### config.mk
export PLATFORM = sky130hd
export DESIGN_NAME = banked_core_register_file
export DESIGN_NICKNAME = d
export VERILOG_FILES = /design/src/rtl/bcrf_pkg.sv /design/src/rtl/banked_core_register_file.sv
export SDC_FILE = /design/constraint.sdc
export NUM_CORES = 1
export LEC_CHECK = 0
export BUFFER_PORTS_ARGS = -buffer_cell sky130_fd_sc_hd__buf_2
export CAP_MARGIN = 5
export CORE_MARGIN = 2
export CORE_UTILIZATION = 62
export CTS_BUF_LIST = sky130_fd_sc_hd__clkbuf_16
export CTS_CLUSTER_SIZE = 14
export DETAILED_ROUTE_END_ITERATION = 10
export GPL_ROUTABILITY_DRIVEN = 0
export PLACE_DENSITY = 0.83
export SYNTH_ARGS = -nofsm -noshare
export SYNTH_HDL_FRONTEND = slang
export SYNTH_SLANG_ARGS = --single-unit
### constraint.sdc
create_clock -name clk -period 10.5 [get_ports clk]
set_input_delay 1.575 -clock clk [delete_from_list [all_inputs] [get_ports clk]]
set_output_delay 1.575 -clock clk [all_outputs]
set_load 0.01 [all_outputs]
### src/rtl/bcrf_pkg.sv
`default_nettype none
// ----------------------------------------------------------------------------
// bcrf_pkg
// Operation codes, special register numbers and masks shared by the
// banked core register file.
// ----------------------------------------------------------------------------
package bcrf_pkg;

  // access kind carried by each transaction
  typedef enum logic [1:0] {
    OP_CORE_READ     = 2'd0,
    OP_CORE_WRITE    = 2'd1,
    OP_SPECIAL_READ  = 2'd2,
    OP_SPECIAL_WRITE = 2'd3
  } op_t;

  // core register numbers with a role of their own
  localparam logic [3:0] REG_SP = 4'd13;
  localparam logic [3:0] REG_LR = 4'd14;
  localparam logic [3:0] REG_PC = 4'd15;

  // special register numbers
  localparam logic [3:0] SPEC_XPSR      = 4'd0;
  localparam logic [3:0] SPEC_APSR      = 4'd1;
  localparam logic [3:0] SPEC_IPSR      = 4'd2;
  localparam logic [3:0] SPEC_EPSR      = 4'd3;
  localparam logic [3:0] SPEC_PRIMASK   = 4'd4;
  localparam logic [3:0] SPEC_BASEPRI   = 4'd5;
  localparam logic [3:0] SPEC_FAULTMASK = 4'd6;
  localparam logic [3:0] SPEC_CONTROL   = 4'd7;
  localparam logic [3:0] SPEC_MODE      = 4'd8;
  localparam logic [3:0] SPEC_MODE_SEL  = 4'd9;
  localparam logic [3:0] SPEC_UFSR      = 4'd10;

  // address and status masks
  localparam logic [31:0] SP_MASK         = 32'hffff_fffc;
  localparam logic [31:0] PC_MASK         = 32'hffff_fffe;
  localparam logic [31:0] IPSR_FIELD_MASK = 32'h0000_01ff;
  localparam logic [31:0] EPSR_FIELD_MASK = 32'h0700_fc00;
  localparam logic [31:0] APSR_FIELD_DSP  = 32'hf80f_0000;
  localparam logic [31:0] APSR_FIELD_BASE = 32'hf800_0000;
  localparam logic [31:0] LR_RESET        = 32'hffff_ffff;

endpackage
`default_nettype wire

### src/rtl/banked_core_register_file.sv
`default_nettype none
// A transaction is captured in registers when accepted; its result is then
// held in the output register. No new transaction is accepted until the one in
// flight completes. Core memory is read on accept and written on completion.
// Reset: control state and special registers clear at once; core register
// entries read as their reset values until first written (no clearing pass).
// ----------------------------------------------------------------------------
// banked_core_register_file
// Core registers (general, banked stack pointers, link, program counter) in a
// synchronous memory with per-entry valid bits; special registers in flops.
// ----------------------------------------------------------------------------
module banked_core_register_file #(
  parameter int NUM_GPRS = 13
) (
  input  wire logic        clk,
  input  wire logic        rst,
  // configuration write channel
  input  wire logic        cfg_valid,
  output logic             cfg_ready,
  input  wire logic        cfg_data,
  // request channel
  input  wire logic        item_valid,
  output logic             item_stall,
  input  wire logic [1:0]  operation,
  input  wire logic [3:0]  reg_index,
  input  wire logic [3:0]  special_index,
  input  wire logic [31:0] write_value,
  // result channel
  output logic             result_valid,
  input  wire logic        result_stall,
  output logic [31:0]      read_data,
  output logic             pc_redirect,
  output logic [31:0]      redirect_target
);

  localparam int DEPTH = NUM_GPRS + 4;
  localparam int AW    = $clog2(DEPTH);
  localparam logic [AW-1:0] SLOT_MSP = AW'(NUM_GPRS);
  localparam logic [AW-1:0] SLOT_PSP = AW'(NUM_GPRS + 1);
  localparam logic [AW-1:0] SLOT_LR  = AW'(NUM_GPRS + 2);
  localparam logic [AW-1:0] SLOT_PC  = AW'(NUM_GPRS + 3);

  // configuration
  logic dsp_present;

  // special registers
  logic [31:0] app_status;
  logic [31:0] intr_status;
  logic [31:0] exec_status;
  logic        prio_mask;
  logic [7:0]  base_prio;
  logic        fault_mask;
  logic        unpriv_bit;
  logic        stack_select;
  logic        handler_mode;
  logic [31:0] usage_fault_status;

  // core register memory and entry valid bits
  logic [31:0]      core_mem [DEPTH];
  logic [DEPTH-1:0] entry_valid;
  logic [31:0]      mem_rdata;
  logic             mem_hit;

  // transaction in flight
  logic            busy;
  bcrf_pkg::op_t   op_q;
  logic [3:0]      reg_q;
  logic [3:0]      spec_q;
  logic [31:0]     value_q;
  logic [AW-1:0]   addr_q;

  logic            item_accept;
  logic            done;
  logic [AW-1:0]   rd_addr;
  logic [31:0]     core_value;
  logic [31:0]     core_rdata;
  logic [31:0]     spec_rdata;
  logic [31:0]     apsr_view;
  logic [31:0]     wr_value;
  logic            core_wr;
  logic            spec_wr;
  logic [31:0]     read_data_next;
  logic            pc_redirect_next;
  logic [31:0]     redirect_target_next;

  assign cfg_ready   = 1'b1;
  assign item_stall  = busy;
  assign item_accept = item_valid && !item_stall;
  assign done        = busy && (!result_valid || !result_stall);
  assign apsr_view   = dsp_present ? bcrf_pkg::APSR_FIELD_DSP
                                   : bcrf_pkg::APSR_FIELD_BASE;
  assign core_wr     = done && (op_q == bcrf_pkg::OP_CORE_WRITE);
  assign spec_wr     = done && (op_q == bcrf_pkg::OP_SPECIAL_WRITE);

  // memory slot for a core register number, stack pointer banked
  always_comb begin
    if (32'(reg_index) < NUM_GPRS) begin
      rd_addr = AW'(reg_index);
    end else if (reg_index == bcrf_pkg::REG_SP) begin
      rd_addr = stack_select ? SLOT_PSP : SLOT_MSP;
    end else if (reg_index == bcrf_pkg::REG_LR) begin
      rd_addr = SLOT_LR;
    end else begin
      rd_addr = SLOT_PC;
    end
  end

  // configuration register
  always_ff @(posedge clk) begin
    if (rst) begin
      dsp_present <= 1'b0;
    end else if (cfg_valid && cfg_ready) begin
      dsp_present <= cfg_data;
    end
  end

  // capture the transaction
  always_ff @(posedge clk) begin
    if (rst) begin
      busy <= 1'b0;
    end else if (item_accept) begin
      busy <= 1'b1;
    end else if (done) begin
      busy <= 1'b0;
    end
  end

  always_ff @(posedge clk) begin
    if (item_accept) begin
      op_q    <= bcrf_pkg::op_t'(operation);
      reg_q   <= reg_index;
      spec_q  <= special_index;
      value_q <= write_value;
      addr_q  <= rd_addr;
    end
  end

  // memory read port, registered
  always_ff @(posedge clk) begin
    if (item_accept) begin
      mem_rdata <= core_mem[rd_addr];
    end
  end

  always_ff @(posedge clk) begin
    if (rst) begin
      mem_hit <= 1'b0;
    end else if (item_accept) begin
      mem_hit <= entry_valid[rd_addr];
    end
  end

  // value written back for a core write
  always_comb begin
    if (addr_q == SLOT_MSP || addr_q == SLOT_PSP) begin
      wr_value = value_q & bcrf_pkg::SP_MASK;
    end else if (addr_q == SLOT_PC) begin
      wr_value = value_q & bcrf_pkg::PC_MASK;
    end else begin
      wr_value = value_q;
    end
  end

  // memory write port
  always_ff @(posedge clk) begin
    if (core_wr) begin
      core_mem[addr_q] <= wr_value;
    end
  end

  always_ff @(posedge clk) begin
    if (rst) begin
      entry_valid <= '0;
    end else if (core_wr) begin
      entry_valid[addr_q] <= 1'b1;
    end
  end

  // core read data, unwritten entries show their reset value
  always_comb begin
    if (mem_hit) begin
      core_value = mem_rdata;
    end else if (addr_q == SLOT_LR) begin
      core_value = bcrf_pkg::LR_RESET;
    end else begin
      core_value = '0;
    end
    if (reg_q == bcrf_pkg::REG_SP) begin
      core_rdata = core_value & bcrf_pkg::SP_MASK;
    end else if (reg_q == bcrf_pkg::REG_PC) begin
      core_rdata = core_value & bcrf_pkg::PC_MASK;
    end else begin
      core_rdata = core_value;
    end
  end

  // special register read decode
  always_comb begin
    unique case (spec_q)
      bcrf_pkg::SPEC_XPSR: begin
        spec_rdata = (intr_status & bcrf_pkg::IPSR_FIELD_MASK)
                   | (exec_status & bcrf_pkg::EPSR_FIELD_MASK)
                   | (app_status & apsr_view);
      end
      bcrf_pkg::SPEC_APSR:      spec_rdata = app_status;
      bcrf_pkg::SPEC_IPSR:      spec_rdata = intr_status;
      bcrf_pkg::SPEC_EPSR:      spec_rdata = exec_status;
      bcrf_pkg::SPEC_PRIMASK:   spec_rdata = {31'b0, prio_mask};
      bcrf_pkg::SPEC_BASEPRI:   spec_rdata = {24'b0, base_prio};
      bcrf_pkg::SPEC_FAULTMASK: spec_rdata = {31'b0, fault_mask};
      bcrf_pkg::SPEC_CONTROL:   spec_rdata = {30'b0, stack_select, unpriv_bit};
      bcrf_pkg::SPEC_MODE:      spec_rdata = {31'b0, handler_mode};
      bcrf_pkg::SPEC_MODE_SEL:  spec_rdata = {30'b0, handler_mode, stack_select};
      bcrf_pkg::SPEC_UFSR:      spec_rdata = usage_fault_status;
      default:                  spec_rdata = '0;
    endcase
  end

  // special register writes
  always_ff @(posedge clk) begin
    if (rst) begin
      app_status         <= '0;
      intr_status        <= '0;
      exec_status        <= '0;
      prio_mask          <= 1'b0;
      base_prio          <= '0;
      fault_mask         <= 1'b0;
      unpriv_bit         <= 1'b0;
      stack_select       <= 1'b0;
      handler_mode       <= 1'b0;
      usage_fault_status <= '0;
    end else if (spec_wr) begin
      unique case (spec_q)
        bcrf_pkg::SPEC_XPSR: begin
          intr_status <= (intr_status & ~bcrf_pkg::IPSR_FIELD_MASK)
                       | (value_q & bcrf_pkg::IPSR_FIELD_MASK);
          exec_status <= (exec_status & ~bcrf_pkg::EPSR_FIELD_MASK)
                       | (value_q & bcrf_pkg::EPSR_FIELD_MASK);
          app_status  <= (app_status & ~apsr_view) | (value_q & apsr_view);
        end
        bcrf_pkg::SPEC_APSR:      app_status <= value_q;
        bcrf_pkg::SPEC_IPSR:      intr_status <= value_q;
        bcrf_pkg::SPEC_EPSR:      exec_status <= value_q;
        bcrf_pkg::SPEC_PRIMASK:   prio_mask <= value_q[0];
        bcrf_pkg::SPEC_BASEPRI:   base_prio <= value_q[7:0];
        bcrf_pkg::SPEC_FAULTMASK: fault_mask <= value_q[0];
        bcrf_pkg::SPEC_CONTROL: begin
          unpriv_bit   <= value_q[0];
          stack_select <= value_q[1];
        end
        bcrf_pkg::SPEC_MODE:      handler_mode <= value_q[0];
        bcrf_pkg::SPEC_MODE_SEL: begin
          stack_select <= value_q[0];
          handler_mode <= value_q[1];
        end
        bcrf_pkg::SPEC_UFSR:      usage_fault_status <= value_q;
        default: begin
        end
      endcase
    end
  end

  // result formation
  always_comb begin
    read_data_next       = '0;
    pc_redirect_next     = 1'b0;
    redirect_target_next = '0;
    case (op_q)
      bcrf_pkg::OP_CORE_READ:    read_data_next = core_rdata;
      bcrf_pkg::OP_SPECIAL_READ: read_data_next = spec_rdata;
      bcrf_pkg::OP_CORE_WRITE: begin
        if (reg_q == bcrf_pkg::REG_PC) begin
          pc_redirect_next     = 1'b1;
          redirect_target_next = value_q & bcrf_pkg::PC_MASK;
        end
      end
      default: begin
      end
    endcase
  end

  // output register
  always_ff @(posedge clk) begin
    if (rst) begin
      result_valid <= 1'b0;
    end else if (done) begin
      result_valid <= 1'b1;
    end else if (!result_stall) begin
      result_valid <= 1'b0;
    end
  end

  always_ff @(posedge clk) begin
    if (done) begin
      read_data       <= read_data_next;
      pc_redirect     <= pc_redirect_next;
      redirect_target <= redirect_target_next;
    end
  end

`ifndef SYNTHESIS
  // one transaction in flight at a time
  a_no_back_to_back: assert property (@(posedge clk) disable iff (rst)
    item_accept |=> !item_accept)
    else $error("request accepted while one is in flight");

  // a new result only follows a transaction in flight
  a_result_source: assert property (@(posedge clk) disable iff (rst)
    $rose(result_valid) |-> $past(busy))
    else $error("result without a transaction in flight");

  // redirect target carries a halfword-aligned address
  a_redirect_aligned: assert property (@(posedge clk) disable iff (rst)
    (result_valid && pc_redirect) |-> (redirect_target[0] == 1'b0))
    else $error("redirect target bit 0 set");

  // no target without a redirect
  a_redirect_zero: assert property (@(posedge clk) disable iff (rst)
    (result_valid && !pc_redirect) |-> (redirect_target == '0))
    else $error("redirect target set without redirect");
`endif

endmodule
`default_nettype wire
==> impl_metrics.csv, run 1 <==
group,metric,value,unit
grt,grt_start_max_net_pins,136,
grt,grt_pass1_wl,125.9,mm
die,dieArea,55510,µm²
finish,areaGrowthSynthToFinish,11.17,%
drt,drt-met1-wl,29.72,mm
timing,slew_viol_final,0,
placement,dpl.hpwl,46.27,mm
synth,synth_top_family_by_area,"simple AND/OR/NAND/NOR gates",
finish,n_antenna_cell,0,
timing,slew_headroom,20.78,%
synth,yosysTopAreaCell,"edfxtp_1",
clock_tree,holdBufCountCts,0,
timing,fin_crit_sh,41.97,%
drt,met2_length,39.52,mm
synth,yosys.area_share.simple,8.830,%
worst_setup_path,worstReg2RegStart,"item_stall$_SDFFE_PP0P_",
synth,netlist_top_cells_area,"edfxtp_1 (62%), dfxtp_1 (9.8%), mux2i_1 (4.1%), mux4_2 (4.1%), nand2_1 (3.1%)",
synth,synthMuxAreaShare,8.288,%
clock_tree,ctsRootBufferMaster,"clkbuf_16",
finish,final_nets,2456,
synth,synth_compound_area_share,8.642,%
worst_setup_path,cp-end-kind,"register",
worst_setup_path,startpoint,"reg_index[0]",
timing,hold_slack,0.4561,ns
clock_tree,numCtsBuffers,81,
grt,grt_usage,30.05,%
worst_setup_path,required,10.86,ns
synth,async_flop_share,0,%
die,fp.dieW,235.6,µm
grt,grt_pass1_vias,21330,
synth,synth_cells,2340,
worst_setup_path,critPathMaxFanout,135,
worst_hold_path,min_path_type,"reg2reg",
die,die_h,235.6,µm
finish,final_cells,3159,
synth,yosys.area_share.xor_xnor,0,%
power,vdd.ir_drop.worst,0.1115,mV
power,switching_share,21.65,%
worst_setup_path,start_kind,"input pin",
power,p_clk_share,40.6,%
grt,antenna_found_initial,1,
power,seq_power_share,54.9,%
worst_hold_path,hold_path_depth,2,
synth,syn_nets,2388,
synth,synth_cell_type_count,65,
timing,worst_pin_slew,1.188,ns
drt,wire_per_inst,26.35,µm
timing,rsz0062_at_grt,"false",
worst_setup_path,reg2regPathDepth,5,
synth,synth_edf_count,687,
placement,dp_cells,3013,
clock_tree,cts.sinks,849,
power,p_leak,11.98,nW
worst_setup_path,worst_r2r_endpoint,"core_mem[16][8]$_DFFE_PP_",
placement,io_buffers,113,
clock_tree,cts_max_level,3,
worst_setup_path,crit_arrival,4.76,ns
drt,vias,21310,
clock_tree,clk_latency,0.62,ns
synth,synthFlopType,"edfxtp_1",
synth,yosysWarnings,0,
power,p_int,0.005399,W
power,p_switching,0.001492,W
drt,drt-vias-per-instance,6.745,
worst_setup_path,critPathKind,"in2reg",
timing,finalSetupViolCount,0,
power,power.density,186.4,nW/µm²
clock_tree,post_cts_resized,0,
worst_hold_path,min_from,"app_status[22]$_SDFFE_PP0P_",
run,maxCapViolCount,0,
grt,grt_remaining_overflow,0,
worst_setup_path,crit_path_end,"mem_rdata[30]$_DFFE_PP_",
drt,routed_wl,83.23,mm
finish,final_design_area_no_fill,36970,µm²
drt,detail_route.first_pass.iterations,10,
synth,synth_top_area_share,62.03,%
timing,fmax,226.9,MHz
drt,drc_errors,0,
drt,wl_met3,9.962,mm
clock_tree,cts_buffer_depth,3,
clock_tree,cts.clk_slew.worst_paths,0.06,ns
synth,synth_seq_cells,849,
die,num_rows,84,
worst_setup_path,r2r_slack,6.87,ns
drt,drt.antenna.violating_nets,0,
drt,drt_iter0_drc,3452,
finish,drive_above_1_share,14.93,%
timing,finalCriticalPeriod,4.407,ns
clock_tree,cts_setup_buffers,0,
die,start_util,63.04,%
synth,synth.avg_cell_area,14.21,µm²
placement,dpl-instance-area,34430,µm²
drt,top_layer,"met4",
synth,yosysMostFrequentCell,"edfxtp_1",
synth,synth_fa_ha_area_share,0,%
timing,hold_violations,0,
die,io_pins,116,
synth,yosysSeqAreaShare,71.78,%
clock_tree,cts_tree,"built",
die,core,52760,µm²
timing,fin_skew,0.02465,ns
status,status,"finished clean",
power,pwr-share-comb,4.5,%
synth,synthesis.area,33260,µm²
timing,finalSetupTns,0,ns
synth,synth_commonest_cells,"edfxtp_1 (687), nand2_1 (274), nor2_1 (179)",
registers in the layout, indices dropped and copies added, names as in the netlist, 2 cells and up, named ones only:
signal              cells
core_mem              544
spec_q                  4
value_q                32
redirect_target        31
read_data              32
base_prio               8
intr_status            32
reg_q                   4
op_q                    2
addr_q                  5
app_status             28
usage_fault_status     32
exec_status            32
entry_valid            17
mem_rdata              32
cells by family (layout without fill, tap and decap cells):
kind of cell           count (synthesis)  in the layout
other                                  2              2
buffers and inverters                182            313
muxes                                200            200
DFF                                  849            849
AOI/OAI and AO/OA                    454            454
and+or+nand+nor                      653            653
worst min-delay path by stage:
stage	end	slack (ns)
finish	app_status[22]$_SDFFE_PP0P_	0.46
floorplan	entry_valid[13]$_SDFFE_PP0P_	0.43
CTS	app_status[2]$_SDFFE_PP0P_	0.46
global placement	usage_fault_status[13]$_SDFFE_PP0P_	0.44
detailed placement	usage_fault_status[11]$_SDFFE_PP0P_	0.45
global route	app_status[24]$_SDFFE_PP0P_	0.47
cell type report:
cell class / count / area, µm²
flip-flops and latches: 849 / 23870
fillers: 3262 / 15790
multi-input cells: 1309 / 8745
clock buffers: 86 / 2152
repair buffers: 158 / 918.4
well taps: 688 / 860.8
clock inverters: 60 / 390.4
inverters: 9 / 33.78
per-stage QoR:
step / utilization (%) / power [W] / worst slack [ns]
floorplan: - / 0.004018 / 2.717
global placement: 65.26 / 0.004136 / 5.802
detailed placement: 65.26 / 0.004152 / 5.625
CTS: 70.08 / 0.006905 / 6.255
global route: 70.08 / 0.007065 / 6.064
finish: 70.08 / 0.006891 / 6.093
placed cells by master (no fill, tap or decap), drive strengths merged, types with 39 or more instances in the layout:
cell type	count
clkbuf	86
nor2	179
edfxtp	687
buf	158
mux4	60
o21ai	106
nand2	274
dfxtp	162
a21oi	126
mux2i	137
and2	39
power by group through the flow:
stage                     Combinational, W  Sequential [W]  Clock (W)
final                             0.000311         0.00378    0.00280
after global routing              0.000331         0.00378    0.00295
after CTS                         0.000308         0.00378    0.00282
after detailed placement          0.000304         0.00385          0
after global placement            0.000293         0.00384          0
after floorplan                   0.000203         0.00381          0
per-layer routing:
layer | GRT usage [%] | vias to the layer above
met5 | 0 | -
met4 | 15.19 | 0
met3 | 6.871 | 284
met2 | 47.40 | 1536
met1 | 39.65 | 10460
li1 | - | 9022
worst max-delay path, cell delays in order:
cell     delay [ns]
buf_2          0.19
buf_4          0.50
and4b_1        0.33
a21oi_4        0.18
buf_12         0.67
mux4_2         0.62
a22oi_1        0.26
o21ai_1        0.11
Note: power is estimated with default switching activity, not from simulation.
==> inputs of run 2 (changes only) <==
Clock period 10.5 ns to 4.5 ns, I/O delays scaled along.
==> impl_metrics.csv, run 2 (same netlist as run 1, synthesis figures left out) <==
group,metric,value,unit
status,status,"finished clean",
timing,finalCriticalPeriod,3.217,ns
clock_tree,cts_tree,"built",
timing,fin_skew,0.02444,ns
grt,antenna_found_initial,2,
timing,fin_crit_sh,71.48,%
placement,dpl-instance-area,34620,µm²
finish,final_nets,2468,
clock_tree,ctsRootBufferMaster,"clkbuf_16",
power,p_leak,12.09,nW
finish,n_fill_cell,3190,
clock_tree,clk_latency,0.62,ns
finish,areaGrowthSynthToFinish,11.83,%
power,power.density,435.4,nW/µm²
drt,wire_per_inst,26.59,µm
timing,hold_violations,0,
clock_tree,cts_max_level,3,
drt,drt-vias-per-instance,6.727,
clock_tree,post_cts_resized,0,
grt,grt_usage,30.38,%
grt,grt_pass1_wl,127.3,mm
clock_tree,numCtsBuffers,81,
clock_tree,cts.clk_slew.worst_paths,0.06,ns
die,die_h,235.6,µm
finish,drive_above_1_share,15.59,%
finish,regMostFlops,"core_mem",
clock_tree,holdBufCountCts,0,
power,vdd.ir_drop.worst,0.3114,mV
die,core,52760,µm²
grt,grt_pass1_vias,21520,
drt,detail_route.first_pass.iterations,9,
worst_setup_path,start_kind,"register",
finish,final_design_area_no_fill,37190,µm²
finish,largest_reg_flops,544,
clock_tree,cts_setup_buffers,0,
power,power,0.01619,W
finish,final_cell_mix,"edfxtp_1 (687), nand2_1 (274), nor2_1 (163)",
drt,routed_wl,84.28,mm
worst_setup_path,critPathMaxFanout,47,
finish,final_common_cell,"edfxtp_1",
drt,drc_errors,0,
clock_tree,cts_buffer_depth,3,
finish,final_cells,3170,
timing,rsz0062_at_grt,"false",
timing,finalSetupTns,0,ns
grt,grt_remaining_overflow,0,
die,io_pins,116,
timing,finalSetupViolCount,0,
worst_setup_path,crit_arrival,3.55,ns
timing,worst_pin_slew,1.228,ns
die,num_rows,84,
timing,slew_viol_final,0,
drt,drt_iter0_drc,3356,
placement,dpl.hpwl,47.92,mm
grt,grt_start_max_net_pins,97,
placement,dp_cells,3025,
placement,io_buffers,113,
drt,drt.antenna.violating_nets,0,
timing,fmax,310.9,MHz
timing,slew_headroom,17.96,%
worst_setup_path,required,4.83,ns
finish,n_antenna_cell,0,
clock_tree,cts.sinks,849,
die,dieArea,55510,µm²
drt,vias,21330,
worst_hold_path,min_path_type,"in2reg",
die,fp.dieW,235.6,µm
worst_setup_path,cp-end-kind,"register",
run,maxCapViolCount,0,
worst_setup_path,critPathKind,"reg2reg",
die,start_util,63.04,%
-- run 2: path summary, 6_finish.rpt --
check                                    from  slack (ns)  cells after the start                          end
hold / removal                   operation[1]        0.23                      1            op_q[1]$_DFFE_PP_
hold reg to reg   app_status[24]$_SDFFE_PP0P_        0.46                      2  app_status[24]$_SDFFE_PP0P_
setup / recovery    stack_select$_SDFFE_PP0P_        1.28                      7      mem_rdata[20]$_DFFE_PP_
setup reg to reg    stack_select$_SDFFE_PP0P_        1.28                      7      mem_rdata[20]$_DFFE_PP_
-- run 2: layout make-up --
cell class                      count  area, µm²  share of cell area [%]
Sequential cell                   849      23870                   64.19
Timing Repair Buffer              170       1084                   2.913
Clock buffer                       86       2152                   5.786
Tap cell                          688      860.8                   2.314
Clock inverter                     59      424.2                   1.140
Inverter                            9      33.78                 0.09083
Multi-Input combinational cell   1309       8766                   23.57
-- run 2: power breakdown --
part	leakage [nW]	internal, W	total [W]	switching, W
registers	7.55	0.00863	0.00883	0.000197
logic	3.20	0.000252	0.000743	0.000491
clock network	1.34	0.00379	0.00663	0.00284
total	12.1	0.0127	0.0162	0.00352
-- run 2: stage by stage --
| step | util, % | setup WS [ns] | hold WS, ns |
|---|---|---|---|
| 2_1_floorplan | - | -0.1229 | 0.4280 |
| 3_3_place_gp | 65.61 | 1.103 | 0.4397 |
| 3_5_place_dp | 65.61 | 0.9037 | 0.4461 |
| 4_1_cts | 70.49 | 1.339 | 0.2074 |
| 5_1_grt | 70.49 | 1.160 | 0.2168 |
| 6_report | 70.49 | 1.283 | 0.2309 |
-- run 2: worst max-delay path, stage by stage, from the launching register on --
cell and delay, ns:
dfxtp_1 0.64, and3b_1 0.65, a22oi_2 0.15, inv_2 0.41
buf_12 0.35, mux4_2 0.36, a22oi_1 0.22, o21ai_1 0.11
-- run 2: metal layers --
metal  global-route usage [%]  share of wire (%)  wire length [µm]  up-vias
met5                        0                  0                 0        -
met4                    15.87                4.7              3990        0
met3                    6.660                 12             10170      287
met2                    47.93                 48             40050     1537
met1                    40.12                 36             30070    10440
li1                         -                  -                 -     9062
